### config.mk
export PLATFORM = sky130hd
export DESIGN_NAME = sequence_reorder_buffer
export DESIGN_NICKNAME = d
export VERILOG_FILES = /design/src/rtl/srb_pkg.sv /design/src/rtl/srb_front.sv /design/src/rtl/srb_back.sv /design/src/rtl/sequence_reorder_buffer.sv
export VERILOG_INCLUDE_DIRS = /design/src /design/src/rtl
export SDC_FILE = /design/constraint.sdc
export NUM_CORES = 2
export LEC_CHECK = 0
export ABC_AREA = 1
export BUFFER_PORTS_ARGS = -buffer_cell sky130_fd_sc_hd__buf_2
export CAP_MARGIN = 5
export CORE_MARGIN = 2
export CORE_UTILIZATION = 40
export CTS_BUF_LIST = sky130_fd_sc_hd__clkbuf_4
export CTS_CLUSTER_SIZE = 8
export DETAILED_ROUTE_END_ITERATION = 6
export HOLD_SLACK_MARGIN = 0.08
export SETUP_SLACK_MARGIN = 0.2
export SYNTH_ARGS = -nofsm -noshare
export SYNTH_HDL_FRONTEND = slang
export SYNTH_SLANG_ARGS = --single-unit
### constraint.sdc
create_clock -name clk -period 3.7 [get_ports clk]
set_clock_uncertainty 0.15 [all_clocks]
set_input_delay 0.555 -clock clk [delete_from_list [all_inputs] [get_ports clk]]
set_output_delay 0.555 -clock clk [all_outputs]
set_load 0.1 [all_outputs]
### src/rtl/sequence_reorder_buffer_defines.svh
// assertion macros used by the reorder buffer back end
`ifndef SEQUENCE_REORDER_BUFFER_DEFINES_SVH
`define SEQUENCE_REORDER_BUFFER_DEFINES_SVH

// condition that holds at every clock edge out of reset
`define SRB_ASSERT_ALWAYS(label, cond, msg) \
  label: assert property (@(posedge clk) disable iff (!rst_n) (cond)) else $error(msg);

// consequence that holds in the cycle after the antecedent
`define SRB_ASSERT_NEXT(label, ante, cons, msg) \
  label: assert property (@(posedge clk) disable iff (!rst_n) (ante) |=> (cons)) \
    else $error(msg);

`endif

### src/rtl/srb_pkg.sv
// shared types and constants for the sequence reorder buffer
package srb_pkg;

  localparam int SEQ_W         = 32;
  localparam int HANDLE_PORT_W = 16;

  // command codes produced by the front end
  typedef enum logic [2:0] {
    CMD_PASS      = 3'd0,
    CMD_DUPLICATE = 3'd1,
    CMD_OVERFLOW  = 3'd2,
    CMD_HOLD      = 3'd3,
    CMD_DELIVER   = 3'd4
  } cmd_kind_t;

  // one classified item
  typedef struct packed {
    cmd_kind_t                kind;
    logic [SEQ_W-1:0]         seq;
    logic [HANDLE_PORT_W-1:0] handle;
  } cmd_t;

  // back end state seen by the front end
  typedef struct packed {
    logic             drain_busy;
    logic [SEQ_W-1:0] next_expected;
  } back_status_t;

endpackage

### src/rtl/srb_front.sv
// front end: config register, item accept and classification into a command register
module srb_front #(
  parameter int WINDOW      = 64,
  parameter int HANDLE_BITS = 16,
  localparam int IDXW       = (WINDOW > 1) ? $clog2(WINDOW) : 1
) (
  input  logic                               clk,
  input  logic                               rst_n,
  input  logic                               cfg_wr_en,
  input  logic                               cfg_wr_data,
  input  logic                               in_valid,
  output logic                               in_ready,
  input  logic [srb_pkg::SEQ_W-1:0]          in_sequence_number,
  input  logic [srb_pkg::HANDLE_PORT_W-1:0]  in_packet_handle,
  input  srb_pkg::back_status_t              status,
  input  logic [IDXW-1:0]                    exp_idx,
  output logic                               cmd_valid,
  input  logic                               cmd_ready,
  output srb_pkg::cmd_t                      cmd,
  output logic [IDXW-1:0]                    cmd_idx
);
  import srb_pkg::*;

  localparam int HW = (HANDLE_BITS < HANDLE_PORT_W) ? HANDLE_BITS : HANDLE_PORT_W;
  localparam logic [IDXW:0]    WIN_SUM = (IDXW+1)'(WINDOW);
  localparam logic [SEQ_W-1:0] WIN_SEQ = SEQ_W'(WINDOW);

  logic             reorder_en_r;
  logic             cmd_valid_r, cmd_valid_nxt;
  cmd_t             cmd_r, cmd_nxt;
  logic [IDXW-1:0]  cmd_idx_r, cmd_idx_nxt;
  logic             accept;
  logic [SEQ_W-1:0] seq_gap;
  logic [HW-1:0]    handle_m;
  logic [IDXW:0]    idx_sum;

  // reorder enable register
  always_ff @(posedge clk) begin
    if (!rst_n) begin
      reorder_en_r <= 1'b1;
    end else if (cfg_wr_en) begin
      reorder_en_r <= cfg_wr_data;
    end
  end

  // take an item only while the command register is empty and the expected number is settled
  assign in_ready = !cmd_valid_r && !status.drain_busy;
  assign accept   = in_valid && in_ready;

  // classify against the expected number, or pass through while reordering is off
  always_comb begin
    seq_gap  = in_sequence_number - status.next_expected;
    handle_m = in_packet_handle[HW-1:0];
    idx_sum  = {1'b0, exp_idx} + {1'b0, seq_gap[IDXW-1:0]};
    if (idx_sum >= WIN_SUM) begin
      idx_sum = idx_sum - WIN_SUM;
    end

    cmd_nxt.seq    = in_sequence_number;
    cmd_nxt.handle = HANDLE_PORT_W'(handle_m);
    if (!reorder_en_r) begin
      cmd_nxt.kind = CMD_PASS;
    end else if (in_sequence_number < status.next_expected) begin
      cmd_nxt.kind = CMD_DUPLICATE;
    end else if (seq_gap == '0) begin
      cmd_nxt.kind = CMD_DELIVER;
    end else if (seq_gap >= WIN_SEQ) begin
      cmd_nxt.kind = CMD_OVERFLOW;
    end else begin
      cmd_nxt.kind = CMD_HOLD;
    end
    cmd_idx_nxt = idx_sum[IDXW-1:0];

    cmd_valid_nxt = cmd_valid_r && !cmd_ready;
    if (accept) begin
      cmd_valid_nxt = 1'b1;
    end
  end

  // command register
  always_ff @(posedge clk) begin
    if (!rst_n) begin
      cmd_valid_r <= 1'b0;
    end else begin
      cmd_valid_r <= cmd_valid_nxt;
    end
  end

  always_ff @(posedge clk) begin
    if (accept) begin
      cmd_r     <= cmd_nxt;
      cmd_idx_r <= cmd_idx_nxt;
    end
  end

  assign cmd_valid = cmd_valid_r;
  assign cmd       = cmd_r;
  assign cmd_idx   = cmd_idx_r;

endmodule

### src/rtl/srb_back.sv
// back end: slot store, expected counter, drain sequencer and output register
`include "sequence_reorder_buffer_defines.svh"

module srb_back #(
  parameter int WINDOW      = 64,
  parameter int HANDLE_BITS = 16,
  localparam int IDXW       = (WINDOW > 1) ? $clog2(WINDOW) : 1
) (
  input  logic                               clk,
  input  logic                               rst_n,
  input  logic                               cmd_valid,
  output logic                               cmd_ready,
  input  srb_pkg::cmd_t                      cmd,
  input  logic [IDXW-1:0]                    cmd_idx,
  output srb_pkg::back_status_t              status,
  output logic [IDXW-1:0]                    exp_idx,
  output logic                               out_valid,
  input  logic                               out_ready,
  output logic [srb_pkg::HANDLE_PORT_W-1:0]  out_handle,
  output logic [srb_pkg::SEQ_W-1:0]          out_sequence,
  output logic [1:0]                         out_disposition,
  output logic                               out_last_of_run
);
  import srb_pkg::*;

  localparam int HW = (HANDLE_BITS < HANDLE_PORT_W) ? HANDLE_BITS : HANDLE_PORT_W;
  localparam logic [IDXW-1:0] LAST_IDX = IDXW'(WINDOW - 1);
  localparam logic [IDXW-1:0] CNT_MAX  = IDXW'(WINDOW - 1);

  localparam logic [1:0] DISP_DELIVERED = 2'd0;
  localparam logic [1:0] DISP_DUPLICATE = 2'd1;
  localparam logic [1:0] DISP_OVERFLOW  = 2'd2;
  localparam logic [1:0] DISP_REPLACED  = 2'd3;

  typedef enum logic [2:0] {
    ST_IDLE  = 3'b001,
    ST_REPL  = 3'b010,
    ST_DRAIN = 3'b100
  } state_t;

  state_t                   state_r, state_nxt;
  logic [SEQ_W-1:0]         ne_r, ne_nxt;
  logic [IDXW-1:0]          eidx_r, eidx_nxt;
  logic [WINDOW-1:0]        slot_valid_r, slot_valid_nxt;
  logic                     flush_r, flush_nxt;
  logic [IDXW-1:0]          cnt_r, cnt_nxt;
  logic [SEQ_W-1:0]         repl_seq_r, repl_seq_nxt;
  logic                     out_valid_r, out_valid_nxt;
  logic [HANDLE_PORT_W-1:0] out_handle_r, out_handle_nxt;
  logic [SEQ_W-1:0]         out_seq_r, out_seq_nxt;
  logic [1:0]               out_disp_r, out_disp_nxt;
  logic                     out_last_r, out_last_nxt;

  logic [HW-1:0]            slot_mem [WINDOW];
  logic [HW-1:0]            rd_data_r;
  logic                     rd_en, wr_en;
  logic [IDXW-1:0]          rd_addr, wr_addr;
  logic [HW-1:0]            wr_data;

  logic                     out_free, pop, out_load;
  logic [IDXW-1:0]          nidx;
  logic                     nvalid, more_ok;

  assign out_free  = !out_valid_r || out_ready;
  assign cmd_ready = (state_r == ST_IDLE) && out_free;
  assign pop       = cmd_valid && cmd_ready;

  // slot index of the number after the expected one, with the 32-bit wrap
  always_comb begin
    if ((ne_r == '1) || (eidx_r == LAST_IDX)) begin
      nidx = '0;
    end else begin
      nidx = eidx_r + 1'b1;
    end
    nvalid  = slot_valid_r[nidx];
    more_ok = !flush_r && nvalid && (cnt_r != CNT_MAX);
  end

  // sequencer
  always_comb begin
    state_nxt      = state_r;
    ne_nxt         = ne_r;
    eidx_nxt       = eidx_r;
    slot_valid_nxt = slot_valid_r;
    flush_nxt      = flush_r;
    cnt_nxt        = cnt_r;
    repl_seq_nxt   = repl_seq_r;
    out_load       = 1'b0;
    out_handle_nxt = out_handle_r;
    out_seq_nxt    = out_seq_r;
    out_disp_nxt   = out_disp_r;
    out_last_nxt   = out_last_r;
    rd_en          = 1'b0;
    rd_addr        = nidx;
    wr_en          = 1'b0;
    wr_addr        = cmd_idx;
    wr_data        = cmd.handle[HW-1:0];

    unique case (state_r)
      ST_IDLE: begin
        if (pop) begin
          unique case (cmd.kind)
            CMD_DUPLICATE: begin
              out_load       = 1'b1;
              out_handle_nxt = cmd.handle;
              out_seq_nxt    = cmd.seq;
              out_disp_nxt   = DISP_DUPLICATE;
              out_last_nxt   = 1'b1;
            end
            CMD_OVERFLOW: begin
              out_load       = 1'b1;
              out_handle_nxt = cmd.handle;
              out_seq_nxt    = cmd.seq;
              out_disp_nxt   = DISP_OVERFLOW;
              out_last_nxt   = 1'b1;
            end
            CMD_HOLD: begin
              // read the old handle and write the new one in the same cycle
              rd_en                   = 1'b1;
              rd_addr                 = cmd_idx;
              wr_en                   = 1'b1;
              slot_valid_nxt[cmd_idx] = 1'b1;
              repl_seq_nxt            = cmd.seq;
              if (slot_valid_r[cmd_idx]) begin
                state_nxt = ST_REPL;
              end
            end
            CMD_DELIVER, CMD_PASS: begin
              out_load       = 1'b1;
              out_handle_nxt = cmd.handle;
              out_seq_nxt    = cmd.seq;
              out_disp_nxt   = DISP_DELIVERED;
              out_last_nxt   = !nvalid;
              ne_nxt         = ne_r + 1'b1;
              eidx_nxt       = nidx;
              flush_nxt      = (cmd.kind == CMD_PASS);
              cnt_nxt        = IDXW'(1);
              if (nvalid) begin
                rd_en                = 1'b1;
                slot_valid_nxt[nidx] = 1'b0;
                state_nxt            = ST_DRAIN;
              end
            end
            default: begin
            end
          endcase
        end
      end
      ST_REPL: begin
        if (out_free) begin
          out_load       = 1'b1;
          out_handle_nxt = HANDLE_PORT_W'(rd_data_r);
          out_seq_nxt    = repl_seq_r;
          out_disp_nxt   = DISP_REPLACED;
          out_last_nxt   = 1'b1;
          state_nxt      = ST_IDLE;
        end
      end
      ST_DRAIN: begin
        // emit the slot read earlier, fetch the next one if more_ok holds
        if (out_free) begin
          out_load       = 1'b1;
          out_handle_nxt = HANDLE_PORT_W'(rd_data_r);
          out_seq_nxt    = ne_r;
          out_disp_nxt   = flush_r ? DISP_DUPLICATE : DISP_DELIVERED;
          out_last_nxt   = !more_ok;
          if (!flush_r) begin
            ne_nxt   = ne_r + 1'b1;
            eidx_nxt = nidx;
          end
          if (more_ok) begin
            rd_en                = 1'b1;
            slot_valid_nxt[nidx] = 1'b0;
            cnt_nxt              = cnt_r + 1'b1;
          end else begin
            state_nxt = ST_IDLE;
          end
        end
      end
      default: begin
        state_nxt = ST_IDLE;
      end
    endcase

    out_valid_nxt = out_valid_r && !out_ready;
    if (out_load) begin
      out_valid_nxt = 1'b1;
    end
  end

  // control registers
  always_ff @(posedge clk) begin
    if (!rst_n) begin
      state_r      <= ST_IDLE;
      ne_r         <= '0;
      eidx_r       <= '0;
      slot_valid_r <= '0;
      flush_r      <= 1'b0;
      cnt_r        <= '0;
      out_valid_r  <= 1'b0;
    end else begin
      state_r      <= state_nxt;
      ne_r         <= ne_nxt;
      eidx_r       <= eidx_nxt;
      slot_valid_r <= slot_valid_nxt;
      flush_r      <= flush_nxt;
      cnt_r        <= cnt_nxt;
      out_valid_r  <= out_valid_nxt;
    end
  end

  // payload registers
  always_ff @(posedge clk) begin
    repl_seq_r   <= repl_seq_nxt;
    out_handle_r <= out_handle_nxt;
    out_seq_r    <= out_seq_nxt;
    out_disp_r   <= out_disp_nxt;
    out_last_r   <= out_last_nxt;
  end

  // handle store, one write and one registered read port
  always_ff @(posedge clk) begin
    if (wr_en) begin
      slot_mem[wr_addr] <= wr_data;
    end
    if (rd_en) begin
      rd_data_r <= slot_mem[rd_addr];
    end
  end

  assign status.drain_busy    = (state_r == ST_DRAIN);
  assign status.next_expected = ne_r;
  assign exp_idx              = eidx_r;

  assign out_valid       = out_valid_r;
  assign out_handle      = out_handle_r;
  assign out_sequence    = out_seq_r;
  assign out_disposition = out_disp_r;
  assign out_last_of_run = out_last_r;

  // checks
  `SRB_ASSERT_ALWAYS(a_expected_slot_empty, !slot_valid_r[eidx_r], "expected slot is held")
  `SRB_ASSERT_NEXT(a_repl_keeps_expected, state_r == ST_REPL, $stable(ne_r), "expected moved")
  `SRB_ASSERT_ALWAYS(a_open_run_drains, !(out_valid_r && !out_last_r) || (state_r == ST_DRAIN), "run left open")

endmodule

### src/rtl/sequence_reorder_buffer.sv
// top level of the sequence number reorder buffer
//
//   channel  direction  handshake              payload
//   in       input      in_valid / in_ready    in_sequence_number, in_packet_handle
//   out      output     out_valid / out_ready  out_handle, out_sequence,
//                                              out_disposition, out_last_of_run
//   cfg      input      cfg_wr_en              cfg_wr_data (reorder enable)
//
// when the output is free, an item is classified into the command register and
// the back end then takes it from there into the output register
// a delivery that releases held slots emits them in a drain, one handle store read each
// new items wait while a drain runs, since the expected number is still moving
// reset clears the slot valid flags at once, there is no clearing pass
// out_ready low stalls the back end, the front end keeps one classified item
module sequence_reorder_buffer #(
  parameter int WINDOW      = 64,
  parameter int HANDLE_BITS = 16
) (
  input  logic                               clk,
  input  logic                               rst_n,
  input  logic                               cfg_wr_en,
  input  logic                               cfg_wr_data,
  input  logic                               in_valid,
  output logic                               in_ready,
  input  logic [srb_pkg::SEQ_W-1:0]          in_sequence_number,
  input  logic [srb_pkg::HANDLE_PORT_W-1:0]  in_packet_handle,
  output logic                               out_valid,
  input  logic                               out_ready,
  output logic [srb_pkg::HANDLE_PORT_W-1:0]  out_handle,
  output logic [srb_pkg::SEQ_W-1:0]          out_sequence,
  output logic [1:0]                         out_disposition,
  output logic                               out_last_of_run
);
  import srb_pkg::*;

  localparam int IDXW = (WINDOW > 1) ? $clog2(WINDOW) : 1;

  back_status_t    status;
  logic [IDXW-1:0] exp_idx;
  logic            cmd_valid;
  logic            cmd_ready;
  cmd_t            cmd;
  logic [IDXW-1:0] cmd_idx;

  // accept and classify
  srb_front #(
    .WINDOW      (WINDOW),
    .HANDLE_BITS (HANDLE_BITS)
  ) u_front (
    .clk                (clk),
    .rst_n              (rst_n),
    .cfg_wr_en          (cfg_wr_en),
    .cfg_wr_data        (cfg_wr_data),
    .in_valid           (in_valid),
    .in_ready           (in_ready),
    .in_sequence_number (in_sequence_number),
    .in_packet_handle   (in_packet_handle),
    .status             (status),
    .exp_idx            (exp_idx),
    .cmd_valid          (cmd_valid),
    .cmd_ready          (cmd_ready),
    .cmd                (cmd),
    .cmd_idx            (cmd_idx)
  );

  // hold, drain and emit
  srb_back #(
    .WINDOW      (WINDOW),
    .HANDLE_BITS (HANDLE_BITS)
  ) u_back (
    .clk             (clk),
    .rst_n           (rst_n),
    .cmd_valid       (cmd_valid),
    .cmd_ready       (cmd_ready),
    .cmd             (cmd),
    .cmd_idx         (cmd_idx),
    .status          (status),
    .exp_idx         (exp_idx),
    .out_valid       (out_valid),
    .out_ready       (out_ready),
    .out_handle      (out_handle),
    .out_sequence    (out_sequence),
    .out_disposition (out_disposition),
    .out_last_of_run (out_last_of_run)
  );

endmodule
# Word-level counts from Yosys, hierarchy flattened
# Memory sizes are Yosys's and may differ from the RTL's. A register that Yosys moved wholly into a read port is not among the register bits.
# Cells that the tools add are included.
[classes] magnitude_cmp=7 bitwise=4 add_sub_neg=6 n_reduce_logical=41 eq_ne=24 mux=82
[op_table] operator="$mux W32" n=8
[op_table] operator="$mux W64" n=4
[op_table] operator="$pmux W64 S2" n=2
[op_table] operator="$pmux W32 S3" n=1
[op_table] operator="$mux W6" n=13
[op_table] operator="$and A64 B64 Y64" n=1
[op_table] operator="$not A64 Y64" n=1
[op_table] operator="$or A64 B64 Y64" n=1
[op_table] operator="$pmux W32 S2" n=1
[op_table] operator="$mux W16" n=3
[op_table] operator="$add A32 B1 Y32 const B" n=1
[op_table] operator="$eq A32 B32 Y1 const B" n=1
[op_table] operator="$ge A32 B7 Y1 const B" n=1
[op_table] operator="$logic_not A32 Y1" n=1
[op_table] operator="$lt A32 B32 Y1" n=1
[op_table] operator="$pmux W16 S2" n=1
[op_table] operator="$sub A32 B32 Y32" n=1
[op_table] operator="$reduce_and A5 Y1" n=5
[op_table] operator="$mux W1" n=24
[op_table] operator="$pmux W6 S2" n=2
[op_table] operator="$mux W3" n=7
[op_table] operator="$lt A6 B7 Y1 const B" n=2
[op_table] operator="$add A6 B1 Y6 const B" n=2
[op_table] operator="$bmux W1 S6" n=2
[op_table] operator="other kinds (35)" n=78
[totals] ram_bits=1024 word_cells=185 n_memories=1 output_inout_bits=53 reg_bits=255 input_bits=54
[memory_table] memory="u_back.slot_mem" depth=64 width=16 rd=1 rd_clocked_by_memory_dff=1 write_ports=1 line_no="srb_back.sv:54" rtl="logic [HW-1:0] slot_mem [WINDOW];"

# Depth between registers and ports, before layout
[depth] depth_word=13 depth_mapped=22 ltp_nobuf=20

# Cells and area by module
# From an unflattened synthesis, not the netlist that was laid out.
[unflattened] hier_cells=5254 area_unflattened_um2=57589.0
[modules_own_cells] module="srb_back" cells_each=4538 n_inst=1 seq_area_each_um2=35984.5 area_per_inst_um2=52691.8
[modules_own_cells] module="srb_front" cells_each=716 n_inst=1 seq_area_each_um2=1751.7 area_per_inst_um2=4897.2

# Least setup slack after synthesis
# OpenSTA, ideal clock, no wires.
[synth_path] kind="flip-flop to flip-flop" start="register u_back.state_r[0]" end="register u_front.cmd_r (netlist bit u_front.cmd[0]), enable pin" setup_time_ns=0.411 required_ns=3.139 t_arrival_ns=3.618 n_path_buf=1 path_stages_with_launch=8 slack_ns=-0.479 synth_period_minus_slack_ns=4.179 path_cell_list="dfxtp_1 -> inv_1 -> nand3_1 -> clkinv_1 -> clkbuf_1 -> nor2_1 -> nand2_1 -> inv_1"
[synth_via] elab_chain_len=4
[synth_lines] element="from (decl)" line_no="srb_back.sv:41" rtl="state_t state_r, state_nxt;"
[synth_lines] element="from (signal assigned)" line_no="srb_back.sv:202" rtl="state_r <= state_nxt;"
[synth_lines] element="$eq A3 B3 Y1" line_no="srb_back.sv:231" rtl="assign status.drain_busy = (state_r == ST_DRAIN);"
[synth_lines] element="$logic_not A1 Y1" line_no="srb_front.sv:47" rtl="assign in_ready = !cmd_valid_r && !status.drain_busy;"
[synth_lines] element="$logic_and A1 B1 Y1" line_no="srb_front.sv:47"
[synth_lines] element="via in_ready" line_no="sequence_reorder_buffer.sv:24" rtl="output logic in_ready,"
[synth_lines] element="$logic_and A1 B1 Y1" line_no="srb_front.sv:48" rtl="assign accept = in_valid && in_ready;"
[synth_lines] element="via u_front.accept" line_no="srb_front.sv:32" rtl="logic accept;"
[synth_lines] element="to (signal assigned)" line_no="srb_front.sv:91" rtl="cmd_r <= cmd_nxt;"
[synth_lines] element="to (decl)" line_no="srb_front.sv:30" rtl="cmd_t cmd_r, cmd_nxt;"
# The timed path passes the listed nets, and every way through them passes these cells.
# A chain may end at the register's enable or synchronous reset.

# Worst setup path in the final report
[layout_path] start="register u_back.ne_r[0]" end="register u_back.rd_data_r[1], read port of u_back.slot_mem, data pin"
[layout_via] elab_chain_len=10 word_cells_on_any_way=16 cone_classes="1 x eq/ne; 12 x mux; 3 x reduce/logical"
[layout_lines] element="from (decl)" line_no="srb_back.sv:42" rtl="logic [SEQ_W-1:0] ne_r, ne_nxt;"
[layout_lines] element="from (signal assigned)" line_no="srb_back.sv:203" rtl="ne_r <= ne_nxt;"
[layout_lines] element="$eq A32 B32 Y1 *" line_no="srb_back.sv:70" rtl="if ((ne_r == '1) || (eidx_r == LAST_IDX)) begin"
[layout_lines] element="$logic_or A1 B1 Y1 *" line_no="srb_back.sv:70"
[layout_lines] element="$mux W6 *" line_no="srb_back.sv:70"
[layout_lines] element="parallel branches: the longest is 7 deep, another holds $bmux W1 S6"
[layout_lines] element="to (decl)" line_no="srb_back.sv:55" rtl="logic [HW-1:0] rd_data_r;"
# Mark *: on every way between the ends. The select of a mux whose other input is x is not followed.

==> impl_metrics.csv <==
group,metric,value,unit
critical_path,cp.required,4.56,ns
yosys,async_flop_share,0,
sta,tightest_slew,1.20,ns
yosys,synth_top_family_by_area,"compound AO/OA/AOI/OAI gates",
power_and_ir_drop,p_int,0.0272,W
final_layout,n_fill_cell,12800,
final_layout,nets,5739,
sta,rsz0062_at_grt,"yes",
power_and_ir_drop,p_clk_frac,0.291,
final_layout,final_cell_area,0.0674,mm²
final_layout,finalNonFillerCells,7761,
route,vias,43600,
route,drc_errors,0,
power_and_ir_drop,p_leak,22.6,nW
run,cap_violations,0,
global_route,busiest_layer,"met2",
power_and_ir_drop,share_comb_of_total_power,0.307,
yosys,synth_flop_cell,"edfxtp_1",
clock_network,cts_tree,"yes",
critical_path,cp.arrival,4.26,ns
global_route,antenna_found_initial,4,
yosys,yosysWarnings,0,
power_and_ir_drop,power_density,623,mW/mm²
global_route,grt_use_met3,0.0391,
clock_network,cts_inserted_buffers,355,
global_route,grt_use_met2,0.369,
yosys,synth_cells,5039,
power_and_ir_drop,swShare,0.353,
route,first_iter_violations,4785,
clock_network,clk-insertion-delay-late,1.24,ns
critical_path,critPathKind,"flip-flop to flip-flop",
yosys,yosys.area_share.simple,0.136,
sta,setup_viol,0,
place,placed_area,0.0617,mm²
route,wire_per_inst,22.4,µm
route,vias_per_cell,5.61,
final_layout,area_delta_synth_final,19.1,%
place,place_inst,7051,
floorplan,start_util,0.401,
final_layout,final_layout_size_suffix_gt1_frac,0.210,
yosys,ys_seq_elements,1295,
floorplan,die_w,380,µm
clock_network,clockRootBuffer,"clkbuf_4",
yosys,synth_nets,5135,
sta,relSlewSlack,0.197,
critical_path,start_kind,"flip-flop",
yosys,synth-edff-count,1180,
sta,layout_min_cycle_time,3.40,ns
yosys,synthAdderAreaFrac,0.00954,
place,io_buffers,106,
place,hpwl,105000,µm
clock_network,cts_max_level,5,
floorplan,fp.coreArea,0.141,mm²
sta,fmax,294,MHz
global_route,grt_util_met1,0.316,
power_and_ir_drop,p_sw,0.0148,W
sta,finalHoldViolations,0,
floorplan,placementRows,138,
clock_network,path_clk_slew,0.07,ns
yosys,ys_types,53,
place,dp_slack,-0.0597,ns
route,dr.pass1.iters,5,
yosys,synth_compound_gate_area_share,0.146,
clock_network,cts_num_sinks,1295,
sta,setup_slack,0.299,ns
global_route,overflow,0,
yosys,synthXorXnorAreaFrac,0.00557,
global_route,grt_pass1_wl,259000,µm
yosys,yosysSeqAreaShare,0.666,
yosys,synth_area_per_cell,11.2,µm²
critical_path,critPathMaxFanout,14,
yosys,synth.area.mux_share,0,
global_route,grt.total_usage,0.234,
power_and_ir_drop,vdd_ir_drop_max,0.385,mV
sta,slew_violations,0,
min_path,min_path_type,"flip-flop to flip-flop",
clock_network,clock_path_buffers,4,
global_route,grt_pass1_vias,42200,
critical_path,worstSetupEndpointType,"flip-flop",
power_and_ir_drop,pwr-share-seq,0.402,
floorplan,dieArea,0.145,mm²
sta,min_period_over_period,0.919,
place,gp_congestion,0.928,
run_status,outcome,"complete, no violations",
global_route,grt_max_degree,99,
floorplan,ios,107,
floorplan,die_y,380,µm
route,wirelength,174000,µm
route,antenna_left,0,
sta,whs,0.243,ns
yosys,synthesis.area,0.0566,mm²
synthesized netlist by cell type, drive strengths merged, types with 2 or more instances:
library cell,number,area (µm²)
a221oi,3,26.3
fa,2,40.0
buf,90,533
a31oi,5,31.3
o2bb2ai,4,35.0
nor3,42,215
clkbuf,233,876
dfxtp,115,2300
or2,128,801
nand4,46,288
inv,176,661
nand3,308,1570
a21oi,218,1090
xnor2,10,87.6
o22ai,61,382
nor3b,2,15.0
nor2,605,2330
a22oi,5,37.5
o21ai,642,3220
edfxtp,1180,35400
o21a,5,37.5
a21boi,2,15.0
nand2,640,2410
a211oi,3,22.5
xor2,26,228
o221ai,84,736
nor4,8,50.1
o21bai,5,37.5
o211ai,336,2530
a21o,4,30.0
ha,40,500
clkinv,6,22.5
what timing repair did:
action | in CTS | in global routing
buffers inserted | 4 | 7
endpoints found under the setup margin | 15 | 73
cloned | 2 | 7
endpoints found under the hold margin | 130 | 0
gates resized for setup | 7 | 57
pin swaps | 5 | 14
hold buffers | 105 | 0
registers in the layout (all words and copies together) (netlist names), 2 cells and up:
register,flops
u_back.slot_mem,1024
u_front.cmd,51
u_back.out_sequence,32
u_back.slot_valid_r,64
u_back.out_disposition,2
u_back.ne_r,32
u_back.state_r,3
u_back.cnt_r,6
u_back.out_handle,16
u_back.rd_data_r,16
u_back.exp_idx,6
u_back.repl_seq_r,32
u_front.cmd_idx,6
worst paths after layout:
check	startpoint	endpoint	slack, ns	cells after the start
worst max-delay path	u_back.ne_r[0]$_SDFFE_PN0P_	u_back.rd_data_r[1]$_DFFE_PP_	0.30	20
worst min-delay path	u_front.cmd[25]$_DFFE_PP_	u_back.repl_seq_r[9]$_DFFE_PP_	0.24	0
worst max register to register	u_back.ne_r[0]$_SDFFE_PN0P_	u_back.rd_data_r[1]$_DFFE_PP_	0.30	20
worst min register to register	u_front.cmd[25]$_DFFE_PP_	u_back.repl_seq_r[9]$_DFFE_PP_	0.24	0
cell families after synthesis:
family	Yosys count
compound gates	1381
simple gates	1780
fa+ha+maj	42
buf+inv	505
flops	1295
xor+xnor	36
metrics by stage:
| step | setup TNS [ns] | total power, W | utilization |
|---|---|---|---|
| finish | 0 | 0.0420 | 0.478 |
| CTS | 0 | 0.0419 | 0.475 |
| detailed placement | -0.205 | 0.0294 | 0.437 |
| global route | 0 | 0.0439 | 0.478 |
| floorplan | -9.43 | 0.0241 | - |
| global placement | -0.113 | 0.0293 | 0.437 |
per-layer routing:
metal / part of all wire / wire, µm
met4: 0.039 / 6840
met2: 0.46 / 80900
met1: 0.42 / 73500
met5: 0 / 0
met3: 0.074 / 12900
critical path, stage by stage (launching register included):
cell	delay, ns
dfxtp_2	0.33
ha_1	0.21
inv_1	0.08
nor2_1	0.05
nand2_1	0.10
nor2_4	0.05
nand2_4	0.11
nand3_4	0.14
nand2_4	0.13
nand2_8	0.12
buf_12	0.19
buf_12	0.13
buf_4	0.17
or2_2	0.28
o211ai_1	0.08
o21ai_0	0.11
o211ai_1	0.17
buf_4	0.16
nand3_1	0.10
nand3_1	0.21
nand2_1	0.07
cell usage in the layout (no fill, tap or decap), types with 40 or more instances in the layout:
cell type      count
edfxtp_1        1180
nand2_1          632
o21ai_0          601
nor2_1           527
clkbuf_4         508
o211ai_1         335
buf_4            293
nand3_1          287
a21oi_1          217
inv_1            163
dlygate4sd3_1    105
buf_2            105
dfxtp_1          103
or2_2             85
o221ai_1          84
nor2_2            70
o22ai_1           60
clkinv_1          55
buf_12            51
nand4_1           46
or2_0             43
ha_1              40
layout make-up:
type,instances,area (µm²),share of cell area
sequential,1295,37800,0.560
multi-input combinational,3239,17300,0.256
timing repair buffer,570,5170,0.0767
clock buffer,508,3810,0.0565
tap,1890,2360,0.0351
inverter,182,712,0.0106
clock inverter,67,348,0.00516
antenna,10,25.0,0.000371
power groups by stage:
stage                     clock network [W]  registers, W  logic (W)
after floorplan                           0        0.0183    0.00584
after CTS                            0.0125        0.0169     0.0125
final                                0.0122        0.0169     0.0129
after detailed placement                  0        0.0172     0.0123
after global routing                 0.0132        0.0169     0.0137
after global placement                    0        0.0172     0.0122
Note: power is estimated with default switching activity, not from simulation.
